`src/rtl/dtq_pkg.sv`:
```
// Shared types and codes for the deadline timer queue.
package dtq_pkg;

	// Request modes
	localparam logic [1:0] MODE_TICK   = 2'd0;
	localparam logic [1:0] MODE_ADD    = 2'd1;
	localparam logic [1:0] MODE_CANCEL = 2'd2;

	// Result kinds
	localparam logic [1:0] KIND_FIRED  = 2'd0;
	localparam logic [1:0] KIND_ADDED  = 2'd1;
	localparam logic [1:0] KIND_FULL   = 2'd2;
	localparam logic [1:0] KIND_CANCEL = 2'd3;

	// Most timers that one tick may fire
	localparam int MAX_FIRE = 16;

	typedef struct packed {
		logic [1:0]  mode;
		logic [23:0] delay_ms;
		logic [7:0]  owner_id;
		logic [15:0] message_handle;
	} req_t;

	typedef struct packed {
		logic [1:0]  kind;
		logic [7:0]  fired_owner;
		logic [15:0] fired_message;
		logic        deliver_to_owner;
		logic [4:0]  removed_count;
		logic        last;
	} rsp_t;

	typedef struct packed {
		logic [31:0] deadline;
		logic [7:0]  owner;
		logic [15:0] message;
	} entry_t;

	localparam int ENTRY_W = $bits(entry_t);

endpackage

```
`src/rtl/dtq_ram.sv`:
```
// Generic single-write, single-read RAM with registered read data.
module dtq_ram #(
	parameter int WIDTH = 8,
	parameter int DEPTH = 16
) (
	input  logic                     clk,
	input  logic                     we,
	input  logic [$clog2(DEPTH)-1:0] waddr,
	input  logic [WIDTH-1:0]         wdata,
	input  logic                     re,
	input  logic [$clog2(DEPTH)-1:0] raddr,
	output logic [WIDTH-1:0]         rdata
);

	logic [WIDTH-1:0] mem_q [DEPTH];

	// Write and registered read
	always_ff @(posedge clk) begin
		if (we) begin
			mem_q[waddr] <= wdata;
		end
		if (re) begin
			rdata <= mem_q[raddr];
		end
	end

endmodule

```
`src/rtl/deadline_timer_queue_top.sv`:
```
// Deadline timer queue: up to QUEUE_DEPTH timers sorted by deadline, held in one entry RAM.
// A sequencer walks the RAM one entry at a time, read then check/write, through one
// shared 32-bit add/subtract unit that forms deadlines, advances the time and compares them by signed difference.
// An add walks from the tail, moving each later entry up until a compare stops the walk
// or every entry has moved, then writes the new one; a full-queue add answers without a
// walk. A cancel walks every entry and compacts the rest. A tick fires expired timers from
// the head until an unexpired one, the firing cap or the end of the queue stops it, then
// compacts the rest; it gives no result when nothing expires or the queue is empty.
// Each result leaves through a one-deep output register; the sequencer waits on it only when
// a second result is ready before the first one is taken. No request is taken while a
// previous one is in progress. The queue is empty after reset; no clearing pass is needed.
module deadline_timer_queue_top
	import dtq_pkg::*;
#(
	parameter int QUEUE_DEPTH = 16
) (
	input  logic clk,
	input  logic arst_n,
	input  logic req_valid,
	output logic req_ready,
	input  req_t req,
	output logic rsp_valid,
	input  logic rsp_ready,
	output rsp_t rsp
);

	localparam int AW = $clog2(QUEUE_DEPTH);
	localparam int CW = $clog2(QUEUE_DEPTH + 1);
	localparam int FIRE_CAP = (QUEUE_DEPTH < MAX_FIRE) ? QUEUE_DEPTH : MAX_FIRE;

	localparam logic [2:0] S_IDLE  = 3'd0;
	localparam logic [2:0] S_RD    = 3'd1;
	localparam logic [2:0] S_CHK   = 3'd2;
	localparam logic [2:0] S_WRNEW = 3'd3;
	localparam logic [2:0] S_FLUSH = 3'd4;

	logic [2:0]    state_q;
	logic [1:0]    op_q;
	logic          cmp_q;
	logic [CW-1:0] idx_q;
	logic [CW-1:0] dst_q;
	logic [CW-1:0] n_q;
	logic [31:0]   now_q;
	logic [31:0]   dl_q;
	logic [7:0]    own_q;
	logic [15:0]   msg_q;
	rsp_t          pend_q;
	logic          pend_v_q;
	rsp_t          rsp_q;
	logic          rsp_valid_q;

	logic               ram_we;
	logic [AW-1:0]      ram_waddr;
	logic [ENTRY_W-1:0] ram_wdata;
	logic               ram_re;
	logic [AW-1:0]      ram_raddr;
	logic [ENTRY_W-1:0] ram_rdata;
	entry_t             rd_entry;
	logic [CW-1:0]      rd_ptr;

	logic [31:0] alu_a;
	logic [31:0] alu_b;
	logic        alu_sub;
	logic [31:0] alu_y;
	logic        later;

	logic          req_fire;
	logic          push_ok;
	logic          fire_hit;
	logic          push;
	logic          keep;
	logic [CW-1:0] diff;
	logic [4:0]    removed_sat;
	rsp_t          fired_rsp;
	rsp_t          full_rsp;
	rsp_t          added_rsp;
	rsp_t          cancel_rsp;
	rsp_t          out_rsp;

	assign req_ready = (state_q == S_IDLE);
	assign req_fire  = req_valid && req_ready;
	assign rd_entry  = entry_t'(ram_rdata);

	// Shared add/subtract unit: deadline and time updates in idle, compares elsewhere
	always_comb begin
		if (state_q == S_IDLE) begin
			alu_a   = now_q;
			alu_b   = (req.mode == MODE_ADD) ? {8'd0, req.delay_ms} : 32'd1;
			alu_sub = 1'b0;
		end else begin
			alu_a   = rd_entry.deadline;
			alu_b   = (op_q == MODE_ADD) ? dl_q : now_q;
			alu_sub = 1'b1;
		end
		alu_y = alu_sub ? (alu_a - alu_b) : (alu_a + alu_b);
	end

	// Entry deadline lies strictly after the reference time
	assign later = (alu_y != 32'd0) && !alu_y[31];

	// Output slot handling
	assign push_ok  = !rsp_valid_q;
	assign fire_hit = (state_q == S_CHK) && (op_q == MODE_TICK) && !cmp_q && !later;
	assign push     = (fire_hit && pend_v_q && push_ok) || ((state_q == S_FLUSH) && push_ok);
	assign keep     = !((op_q == MODE_CANCEL) && (rd_entry.owner == own_q));

	// Saturated count of entries dropped by a cancel
	always_comb begin
		diff = n_q - dst_q;
		if (int'(diff) > 31) begin
			removed_sat = 5'd31;
		end else begin
			removed_sat = 5'(diff);
		end
	end

	always_comb begin
		fired_rsp                  = '0;
		fired_rsp.kind             = KIND_FIRED;
		fired_rsp.fired_owner      = rd_entry.owner;
		fired_rsp.fired_message    = rd_entry.message;
		fired_rsp.deliver_to_owner = (rd_entry.owner != 8'd0);
	end

	// Build the other result words and the outgoing word with its last flag
	always_comb begin
		full_rsp                 = '0;
		full_rsp.kind            = KIND_FULL;
		added_rsp                = '0;
		added_rsp.kind           = KIND_ADDED;
		cancel_rsp               = '0;
		cancel_rsp.kind          = KIND_CANCEL;
		cancel_rsp.removed_count = removed_sat;
		out_rsp                  = pend_q;
		out_rsp.last             = (state_q == S_FLUSH);
	end

	// RAM read: an add walks downward from the tail, all else walks upward
	assign rd_ptr    = (op_q == MODE_ADD) ? (idx_q - 1'b1) : idx_q;
	assign ram_raddr = rd_ptr[AW-1:0];
	assign ram_re    = (state_q == S_RD) && !(cmp_q && (idx_q == n_q));

	// RAM write: shift for insert, compaction, or the new entry
	always_comb begin
		ram_we    = 1'b0;
		ram_waddr = idx_q[AW-1:0];
		ram_wdata = ram_rdata;
		if (state_q == S_CHK && cmp_q && keep) begin
			ram_we    = 1'b1;
			ram_waddr = dst_q[AW-1:0];
		end else if (state_q == S_CHK && op_q == MODE_ADD && !cmp_q && later) begin
			ram_we = 1'b1;
		end else if (state_q == S_WRNEW) begin
			ram_we    = 1'b1;
			ram_wdata = {dl_q, own_q, msg_q};
		end
	end

	dtq_ram #(
		.WIDTH(ENTRY_W),
		.DEPTH(QUEUE_DEPTH)
	) u_ram (
		.clk  (clk),
		.we   (ram_we),
		.waddr(ram_waddr),
		.wdata(ram_wdata),
		.re   (ram_re),
		.raddr(ram_raddr),
		.rdata(ram_rdata)
	);

	// Sequencer
	always_ff @(posedge clk or negedge arst_n) begin
		if (!arst_n) begin
			state_q  <= S_IDLE;
			op_q     <= MODE_TICK;
			cmp_q    <= 1'b0;
			idx_q    <= '0;
			dst_q    <= '0;
			n_q      <= '0;
			now_q    <= '0;
			pend_v_q <= 1'b0;
		end else begin
			unique case (state_q)
				S_IDLE: begin
					if (req_fire) begin
						op_q     <= req.mode;
						pend_v_q <= 1'b0;
						dst_q    <= '0;
						idx_q    <= '0;
						unique case (req.mode)
							MODE_TICK: begin
								now_q   <= alu_y;
								cmp_q   <= 1'b0;
								state_q <= (n_q == '0) ? S_IDLE : S_RD;
							end
							MODE_ADD: begin
								cmp_q <= 1'b0;
								idx_q <= n_q;
								if (n_q == CW'(QUEUE_DEPTH)) begin
									state_q <= S_FLUSH;
								end else begin
									state_q <= (n_q == '0) ? S_WRNEW : S_RD;
								end
							end
							MODE_CANCEL: begin
								cmp_q   <= 1'b1;
								state_q <= S_RD;
							end
							default: begin
								state_q <= S_IDLE;
							end
						endcase
					end
				end
				S_RD: begin
					if (cmp_q && idx_q == n_q) begin
						n_q     <= dst_q;
						state_q <= S_FLUSH;
					end else begin
						state_q <= S_CHK;
					end
				end
				S_CHK: begin
					if (cmp_q) begin
						if (keep) begin
							dst_q <= dst_q + 1'b1;
						end
						idx_q   <= idx_q + 1'b1;
						state_q <= S_RD;
					end else if (op_q == MODE_ADD) begin
						if (later) begin
							idx_q   <= idx_q - 1'b1;
							state_q <= (idx_q == CW'(1)) ? S_WRNEW : S_RD;
						end else begin
							state_q <= S_WRNEW;
						end
					end else if (!later) begin
						if (!pend_v_q || push_ok) begin
							pend_v_q <= 1'b1;
							idx_q    <= idx_q + 1'b1;
							if ((idx_q + 1'b1) == n_q || (idx_q + 1'b1) == CW'(FIRE_CAP)) begin
								cmp_q <= 1'b1;
							end
							state_q <= S_RD;
						end
					end else if (pend_v_q) begin
						cmp_q   <= 1'b1;
						state_q <= S_RD;
					end else begin
						state_q <= S_IDLE;
					end
				end
				S_WRNEW: begin
					n_q     <= n_q + 1'b1;
					state_q <= S_FLUSH;
				end
				S_FLUSH: begin
					if (push_ok) begin
						state_q <= S_IDLE;
					end
				end
				default: begin
					state_q <= S_IDLE;
				end
			endcase
		end
	end

	// Hold request fields and the pending result
	always_ff @(posedge clk) begin
		if (req_fire) begin
			own_q <= req.owner_id;
			msg_q <= req.message_handle;
			dl_q  <= alu_y;
			if (req.mode == MODE_ADD) begin
				pend_q <= full_rsp;
			end
		end
		if (fire_hit && (!pend_v_q || push_ok)) begin
			pend_q <= fired_rsp;
		end
		if (state_q == S_WRNEW) begin
			pend_q <= added_rsp;
		end
		if (state_q == S_RD && cmp_q && idx_q == n_q && op_q == MODE_CANCEL) begin
			pend_q <= cancel_rsp;
		end
	end

	// Output register
	always_ff @(posedge clk or negedge arst_n) begin
		if (!arst_n) begin
			rsp_valid_q <= 1'b0;
		end else if (push) begin
			rsp_valid_q <= 1'b1;
		end else if (rsp_ready) begin
			rsp_valid_q <= 1'b0;
		end
	end

	always_ff @(posedge clk) begin
		if (push) begin
			rsp_q <= out_rsp;
		end
	end

	assign rsp_valid = rsp_valid_q;
	assign rsp       = rsp_q;

	// Checks
	a_fill_bound: assert property (@(posedge clk) disable iff (!arst_n)
		n_q <= CW'(QUEUE_DEPTH))
		else $error("queue fill exceeds depth");

	a_write_in_fill: assert property (@(posedge clk) disable iff (!arst_n)
		ram_we |-> (CW'(ram_waddr) <= n_q))
		else $error("entry write beyond queue fill");

	a_time_only_on_tick: assert property (@(posedge clk) disable iff (!arst_n)
		!(req_fire && req.mode == MODE_TICK) |=> $stable(now_q))
		else $error("time advanced without a tick");

	a_fire_pending_kind: assert property (@(posedge clk) disable iff (!arst_n)
		(state_q == S_CHK && op_q == MODE_TICK && pend_v_q) |-> (pend_q.kind == KIND_FIRED))
		else $error("pending result during firing is not a fired timer");

endmodule

```
`config.mk`:
```
export PLATFORM = sky130hd
export DESIGN_NAME = deadline_timer_queue_top
export DESIGN_NICKNAME = d
export VERILOG_FILES = /design/src/rtl/dtq_pkg.sv /design/src/rtl/dtq_ram.sv /design/src/rtl/deadline_timer_queue_top.sv
export SDC_FILE = /design/constraint.sdc
export NUM_CORES = 1
export LEC_CHECK = 0
export BUFFER_PORTS_ARGS = -buffer_cell sky130_fd_sc_hd__buf_2
export CORE_MARGIN = 10
export CORE_UTILIZATION = 59
export CTS_BUF_LIST = sky130_fd_sc_hd__clkbuf_4 sky130_fd_sc_hd__clkbuf_8
export DETAILED_ROUTE_END_ITERATION = 10
export PLACE_DENSITY = 0.73
export SKIP_CTS_REPAIR_TIMING = 1
export SYNTH_ARGS = -nofsm -noshare
export SYNTH_HDL_FRONTEND = slang
export SYNTH_SLANG_ARGS = --single-unit
```
`constraint.sdc`:
```
create_clock -name clk -period 30.6 [get_ports clk]
set_input_delay 4.59 -clock clk [delete_from_list [all_inputs] [get_ports clk]]
set_output_delay 4.59 -clock clk [all_outputs]
set_load 0.05 [all_outputs]
```
==> impl_metrics.csv, run 1 <==
group,metric,value,unit
run_status,status,"finished clean",
logic_synthesis,synth_flop_cell,"edfxtp_1",
floorplanning,die_h,303.2,um
clocking,ctsRootBufferMaster,"clkbuf_8",
min_path,whs_endpoint,"rsp[1]",
sta,setup_ws,18540,ps
sta,fin_crit,12060,ps
logic_synthesis,ys_ff_latch,1128,
floorplanning,num_io_pins,89,
worst_setup_path,reg2reg_setup_slack,20810,ps
flow_run,maxCapViolations,0,
worst_setup_path,cpMaxStageDelayCell,"o22ai_4",
sta,setup_viol,0,
power,combPwrFrac,42.6,%
clocking,cts_sinks,1128,
power,finalPower,6.385,mW
logic_synthesis,synthCells,2728,
routing,dr.pass1.iters,5,
sta,maxSlewHeadroom,10.30,%
cells_and_area,layout-drive-gt1-share,27.00,%
logic_synthesis,synth_nets,2834,
clocking,cts_htree_levels,4,
power,p_sw,2.405,mW
placed_design,place_congestion,0.9056,
placed_design,dp_hpwl,67820,um
logic_synthesis,synthArstFlopShare,4.876,%
grt,antenna_found_initial,3,
worst_setup_path,crit_fanout,37,
worst_setup_path,r2r-start,"state_q[1]",
grt,grt_max_degree,158,
routing,wl,114800,um
power,swShare,37.67,%
clocking,clk_latency,880,ps
clocking,clockBufferDepth,3,
floorplanning,start_util,59.69,%
grt,gr-total-overflow,0,
worst_setup_path,endpoint_kind,"flip-flop",
grt,grt_pass1_wl,172700,um
worst_setup_path,start_kind,"primary input",
worst_setup_path,critPathBufInv,3,
sta,min_period_over_period,39.40,%
sta,fin_tns_setup,0,ps
floorplanning,die_area,91910,um^2
placed_design,dpl_cell_area,49150,um^2
cells_and_area,postLayoutCellArea,52830,um^2
cells_and_area,finalNetCount,3002,
routing,routedWlPerCell,28.07,um
power,clkPwrFrac,20.6,%
sta,report.final.slew_viol_count,0,
worst_setup_path,worstSetupStartpoint,"req[48]",
routing,routed_via_density,6.432,
grt,grt_pass1_vias,26580,
worst_setup_path,cpMostUsedCell,"a21oi_1",
floorplanning,rows,103,
sta,rsz0062_at_grt,"no",
logic_synthesis,ys_types,77,
sta,worst_pin_slew,1345,ps
worst_setup_path,cp_data_arrival_time,12520,ps
min_path,hold_depth,0,
sta,fin_skew,68.12,ps
worst_setup_path,critPathKind,"in2reg",
floorplanning,core,79260,um^2
cells_and_area,instances_no_fill,4092,
cells_and_area,syn2layout_area_growth,11.66,%
worst_setup_path,r2r_cells,26,
logic_synthesis,syn_area,47310,um^2
clocking,clk_pin_slew,60,ps
floorplanning,die_x,303.2,um
power,seq_power_share,36.8,%
cells_and_area,final_cell_mix,"edfxtp_1, nand2_1, mux4_2",
min_path,hold_path_class,"reg2reg",
clocking,cts_made_buffers,175,
worst_setup_path,crit_family,"compound AO/OA/AOI/OAI gates",
placed_design,pre_cts_slack,17880,ps
logic_synthesis,synth_edf_count,1046,
grt,track_usage,25.48,%
routing,drt_iter0_drc,3052,
routing,drtAntennaViolNets,0,
placed_design,portBuffers,88,
sta,fmax,82.94,MHz
clocking,tritoncts,"yes",
power,irDropWorstVdd,0.0001453,V
worst_setup_path,r2r_end,"u_ram.mem_q[12][50]",
logic_synthesis,avgSynthCellArea,17.34,um^2
sta,hold_viol_final,0,
routing,vias,26320,
routing,drc,0,
logic_synthesis,seq_area_frac_synth,70.45,%
logic_synthesis,yosysWarningCount,0,
placed_design,placedCellCount,3769,
cells_and_area,layout_commonest_cell,"edfxtp_1",
min_path,hold_start,"out_rsp[1]",
power,p_per_area,120.9,nW/um^2
power,p_leak,17.71,nW
worst_setup_path,slowest_delay,880,ps
worst_setup_path,cp.required,31060,ps
power,power.internal,3.980,mW
final cells by class:
class                   instances  area (um^2)
well taps                    1050         1314
clock buffers                 231         2854
multi-input cells            1439        13650
diodes                          1        2.502
fillers                      5270        26430
inverters                      23        86.33
repair buffers                129        773.2
clock inverters                91        823.3
flip-flops and latches       1128        33330
cell usage after synthesis, types with 18 or more instances:
master    count  area, um^2
clkbuf_1     98       367.9
o21ai_2      24       210.2
o21ai_0      66       330.3
dfxtp_1      27       540.5
buf_1        29       108.9
ha_1         50       625.6
a21oi_1      74       370.4
mux2i_1      29       290.3
mux2_2       33       371.6
o22ai_1      18       112.6
xor2_1       27       236.5
nand2_1     385        1445
a31oi_1      19       118.9
nand3_1      43       215.2
nor2_1       87       326.6
nor3_1       29       145.1
nand3_2      19       190.2
dfrtp_1      55        1376
inv_1        21       78.83
mux4_2      280        6306
xnor2_1      50       437.9
edfxtp_1   1046       31410
sequential cells by signal, indices dropped and copies added, names as in the netlist, 2 cells and up:
name,cells
out_rsp,32
now_q,32
msg_q,16
u_ram.rdata,56
own_q,8
op_q,2
rsp,33
dl_q,32
state_q,3
idx_q,5
u_ram.mem_q,896
n_q,5
dst_q,5
power groups by stage:
| stage | combinational [mW] | clock [mW] | sequential (mW) |
|---|---|---|---|
| finish | 2.72 | 1.32 | 2.35 |
| global route | 2.94 | 1.41 | 2.37 |
| CTS | 2.72 | 1.34 | 2.34 |
| detailed placement | 2.71 | 0 | 2.37 |
| global placement | 2.67 | 0 | 2.37 |
| floorplan | 1.97 | 0 | 2.29 |
metrics by stage:
step                      utilization (%)  hold slack, ps
final                               66.65           410.9
after global placement              62.01           406.2
after global routing                66.65           410.3
after floorplan                         -           400.3
after detailed placement            62.01           410.1
after CTS                           66.65           417.3
metal layers:
layer / vias up / wire [um] / global-route usage [%]
met1: 13658 / 47480 / 37.09
met5: - / 0 / 0
met3: 156 / 11090 / 5.976
met4: 0 / 2164 / 7.332
met2: 1308 / 54110 / 38.64
li1: 11198 / - / -
worst reg2reg max path: stages (launching register included):
cell and delay, ps:
dfrtp_1 480, or3_2 510, buf_4 240, inv_2 320, buf_4 600, a21oi_1 130
nor2_1 120, ha_1 220, o21ai_0 170, nor3b_1 650, nand2_1 280, nor3b_1 310
xnor2_1 100, a21oi_1 280, ha_1 290, a21oi_1 230, o21ai_0 290, or2_2 380
a221o_1 290, a31o_2 240, a221o_1 300, a21oi_1 200, xnor2_1 400, a41o_1 420
nand3_1 390, o22ai_4 880, buf_4 680
logic make-up after synthesis:
family                   Yosys count  share of synthesized area, %
flip-flops                      1128                         70.45
AND/OR/NAND/NOR                  660                         6.329
multiplexers                     342                         14.73
AO/OA/AOI/OAI                    308                         4.279
buffers and inverters            161                         1.386
XOR/XNOR                          77                         1.426
adder cells (fa/ha/maj)           52                         1.407
worst max path at each step:
stage | to | slack, ps | cells past startpoint
6_report | u_ram.mem_q[12][50] | 18540 | 25
5_1_grt | u_ram.mem_q[12][17] | 18190 | 25
4_1_cts | u_ram.mem_q[12][17] | 18720 | 25
3_5_place_dp | u_ram.mem_q[12][30] | 17880 | 25
3_3_place_gp | u_ram.mem_q[8][15] | 18020 | 25
2_1_floorplan | u_ram.mem_q[12][0] | 17780 | 25
(Power assumes the default switching activity.)
==> run 2: changes to the inputs <==
- ABC_AREA: not set -> 1
- clock period: 30.6 -> 12.3 ns (I/O delays scaled with it)
==> run 2 against run 1 <==
Against the previous run: via count increased by 28%; global-route usage is 0.35 points higher; register-to-register slack lost 16000 ps; area after synthesis increased by 2.3%; critical path depth is 12 higher; critical path type unchanged.
==> impl_metrics.csv, run 2 <==
group,metric,value,unit
logic_synthesis,synthCells,4238,
worst_setup_path,start_kind,"primary input",
min_path,hold_path_class,"reg2reg",
cells_and_area,finalNetCount,4454,
grt,track_usage,25.83,%
worst_setup_path,crit_family,"simple AND/OR/NAND/NOR gates",
cells_and_area,layout-drive-gt1-share,12.03,%
worst_setup_path,cpMaxStageDelayCell,"buf_4",
sta,fmax,129.3,MHz
worst_setup_path,crit_fanout,33,
floorplanning,num_io_pins,89,
placed_design,dp_hpwl,69050,um
cells_and_area,syn2layout_area_growth,10.75,%
logic_synthesis,synth_top_area_cell,"edfxtp_1",
routing,vias,33613,
clocking,clk_pin_slew,50,ps
worst_setup_path,r2r-start,"state_q[0]",
grt,grt.met1_usage,36.73,%
routing,routed_via_density,6.057,
sta,rsz0062_at_grt,"no",
logic_synthesis,synth_nets,4344,
worst_setup_path,critPathBufInv,9,
logic_synthesis,syn_area,48410,um^2
placed_design,portBuffers,88,
cells_and_area,fill_cells,6013,
worst_setup_path,slowest_delay,610,ps
routing,wl,123800,um
floorplanning,die_h,306.5,um
logic_synthesis,ys_types,53,
logic_synthesis,synth_top_area_share,64.88,%
sta,fin_crit,7736,ps
min_path,hold_start,"out_rsp[2]",
cells_and_area,largest_register_ffs,896,
logic_synthesis,yosysWarningCount,0,
cells_and_area,final_cell_mix,"edfxtp_1, o21ai_0, nor2_1",
sta,whs,418.3,ps
routing,drt_iter0_drc,4273,
logic_synthesis,yosys.cell_count.top_type,"edfxtp_1",
sta,setup_viol,0,
sta,min_period_over_period,62.89,%
sta,hold_viol_final,0,
cells_and_area,layout_commonest_cell,"edfxtp_1",
logic_synthesis,synthTopCellsByArea,"edfxtp_1, o21ai_0, nor2_1, nand2_1, dfrtp_1",
logic_synthesis,synth_flop_cell,"edfxtp_1",
grt,antenna_found_initial,1,
sta,setup_ws,4564,ps
clocking,cts_sinks,1128,
floorplanning,die_area,93910,um^2
routing,dr.pass1.iters,6,
logic_synthesis,synth_common_cells,"edfxtp_1, o21ai_0, nor2_1",
logic_synthesis,ys_ff_latch,1128,
routing,drtAntennaViolNets,0,
logic_synthesis,seq_area_frac_synth,68.84,%
grt,gr-total-overflow,0,
sta,worst_pin_slew,1176,ps
grt,grt_pass1_vias,32180,
floorplanning,core,80940,um^2
grt,busiest_layer,"met2",
flow_run,maxCapViolations,0,
worst_setup_path,worstSetupStartpoint,"req[48]",
worst_setup_path,cp.required,12760,ps
cells_and_area,top_register,"u_ram.mem_q",
clocking,ctsRootBufferMaster,"clkbuf_8",
floorplanning,start_util,59.81,%
grt,grt_pass1_wl,188300,um
floorplanning,rows,104,
routing,drc,0,
routing,routedWlPerCell,22.31,um
worst_setup_path,cpMostUsedCell,"nand2_1",
clocking,tritoncts,"yes",
logic_synthesis,synthArstFlopShare,4.876,%
logic_synthesis,avgSynthCellArea,11.42,um^2
clocking,clk_latency,870,ps
worst_setup_path,cp_data_arrival_time,8200,ps
placed_design,pre_cts_slack,3722,ps
logic_synthesis,synth_edf_count,1046,
clocking,cts_htree_levels,4,
clocking,clockBufferDepth,3,
sta,maxSlewHeadroom,21.07,%
sta,fin_skew,50.87,ps
clocking,cts_made_buffers,174,
grt,grt.met2_usage,40.48,%
worst_setup_path,endpoint_kind,"flip-flop",
floorplanning,die_x,306.5,um
sta,report.final.slew_viol_count,0,
run_status,status,"finished clean",
grt,grt_use_met3,4.066,%
grt,grt_max_degree,250,
worst_setup_path,critPathKind,"in2reg",
sta,fin_tns_setup,0,ps
placed_design,place_congestion,0.9200,
run 2: changes by cell type in the layout (fill, tap and decap cells not counted), moves of 115 or more:
cell,delta
inv_1,+270
mux4_2,-280
nand2_1,+123
nor2_1,+523
o21ai_0,+622
o221ai_1,+115
run 2: worst register-to-register path: cells and delay by family, from the launching register on:
family / cells / cell delay [ps]
AO/OA/AOI/OAI: 8 / 1420
AND/OR/NAND/NOR: 18 / 3020
buffers and inverters: 8 / 1950
flip-flops: 1 / 410
adder cells (fa/ha/maj): 2 / 420
run 2: layout make-up:
cell class | count | area [um^2] | area share (%)
sequential | 1128 | 33330 | 62.16
antenna | 2 | 5.005 | 0.009334
clock buffer | 242 | 2987 | 5.570
clock inverter | 73 | 609.3 | 1.136
tap | 1060 | 1326 | 2.474
multi-input combinational | 2554 | 13010 | 24.27
inverter | 319 | 1235 | 2.303
timing repair buffer | 171 | 1114 | 2.077
run 2: kinds of logic (layout without fill, tap and decap cells):
family / after synthesis / count (layout) / share of synthesized area, %
AO/OA/AOI/OAI: 1073 / 1073 / 12.72
XOR/XNOR: 43 / 43 / 0.7779
adder cells (fa/ha/maj): 52 / 52 / 1.375
buffers and inverters: 556 / 805 / 4.422
flip-flops: 1128 / 1128 / 68.84
other: 0 / 2 / 0
AND/OR/NAND/NOR: 1386 / 1386 / 11.87
run 2: per-stage QoR:
| stage | instance area, um^2 | instances | utilization, % |
|---|---|---|---|
| floorplan | 48410 | 4238 | - |
| global placement | 50020 | 5232 | 61.80 |
| detailed placement | 50020 | 5232 | 61.80 |
| CTS | 53610 | 5547 | 66.24 |
| global route | 53620 | 5549 | 66.24 |
| finish | 53620 | 5549 | 66.24 |
run 2: final timing paths:
kind	to	slack (ps)	cells past startpoint
worst min-delay path	rsp[2]	420	0
worst min register to register	rsp[2]	420	0
worst max-delay path	u_ram.mem_q[12][32]	4560	37
worst max register to register	u_ram.mem_q[12][32]	4660	36
min in group asynchronous	now_q[13]	1210	2
max in group asynchronous	idx_q[1]	10500	2
run 2: layer usage:
| layer | vias to the layer above | wire [um] | share of wire [%] |
|---|---|---|---|
| met4 | 0 | 3145 | 2.5 |
| met3 | 224 | 11790 | 9.5 |
| met1 | 16265 | 51450 | 42 |
| li1 | 15431 | - | - |
| met5 | - | 0 | 0 |
| met2 | 1693 | 57400 | 46 |
Power of run 2 is left out: the tool's default activity adds up to more than one toggle a clock period on the data nets, which glitch-free logic cannot reach.
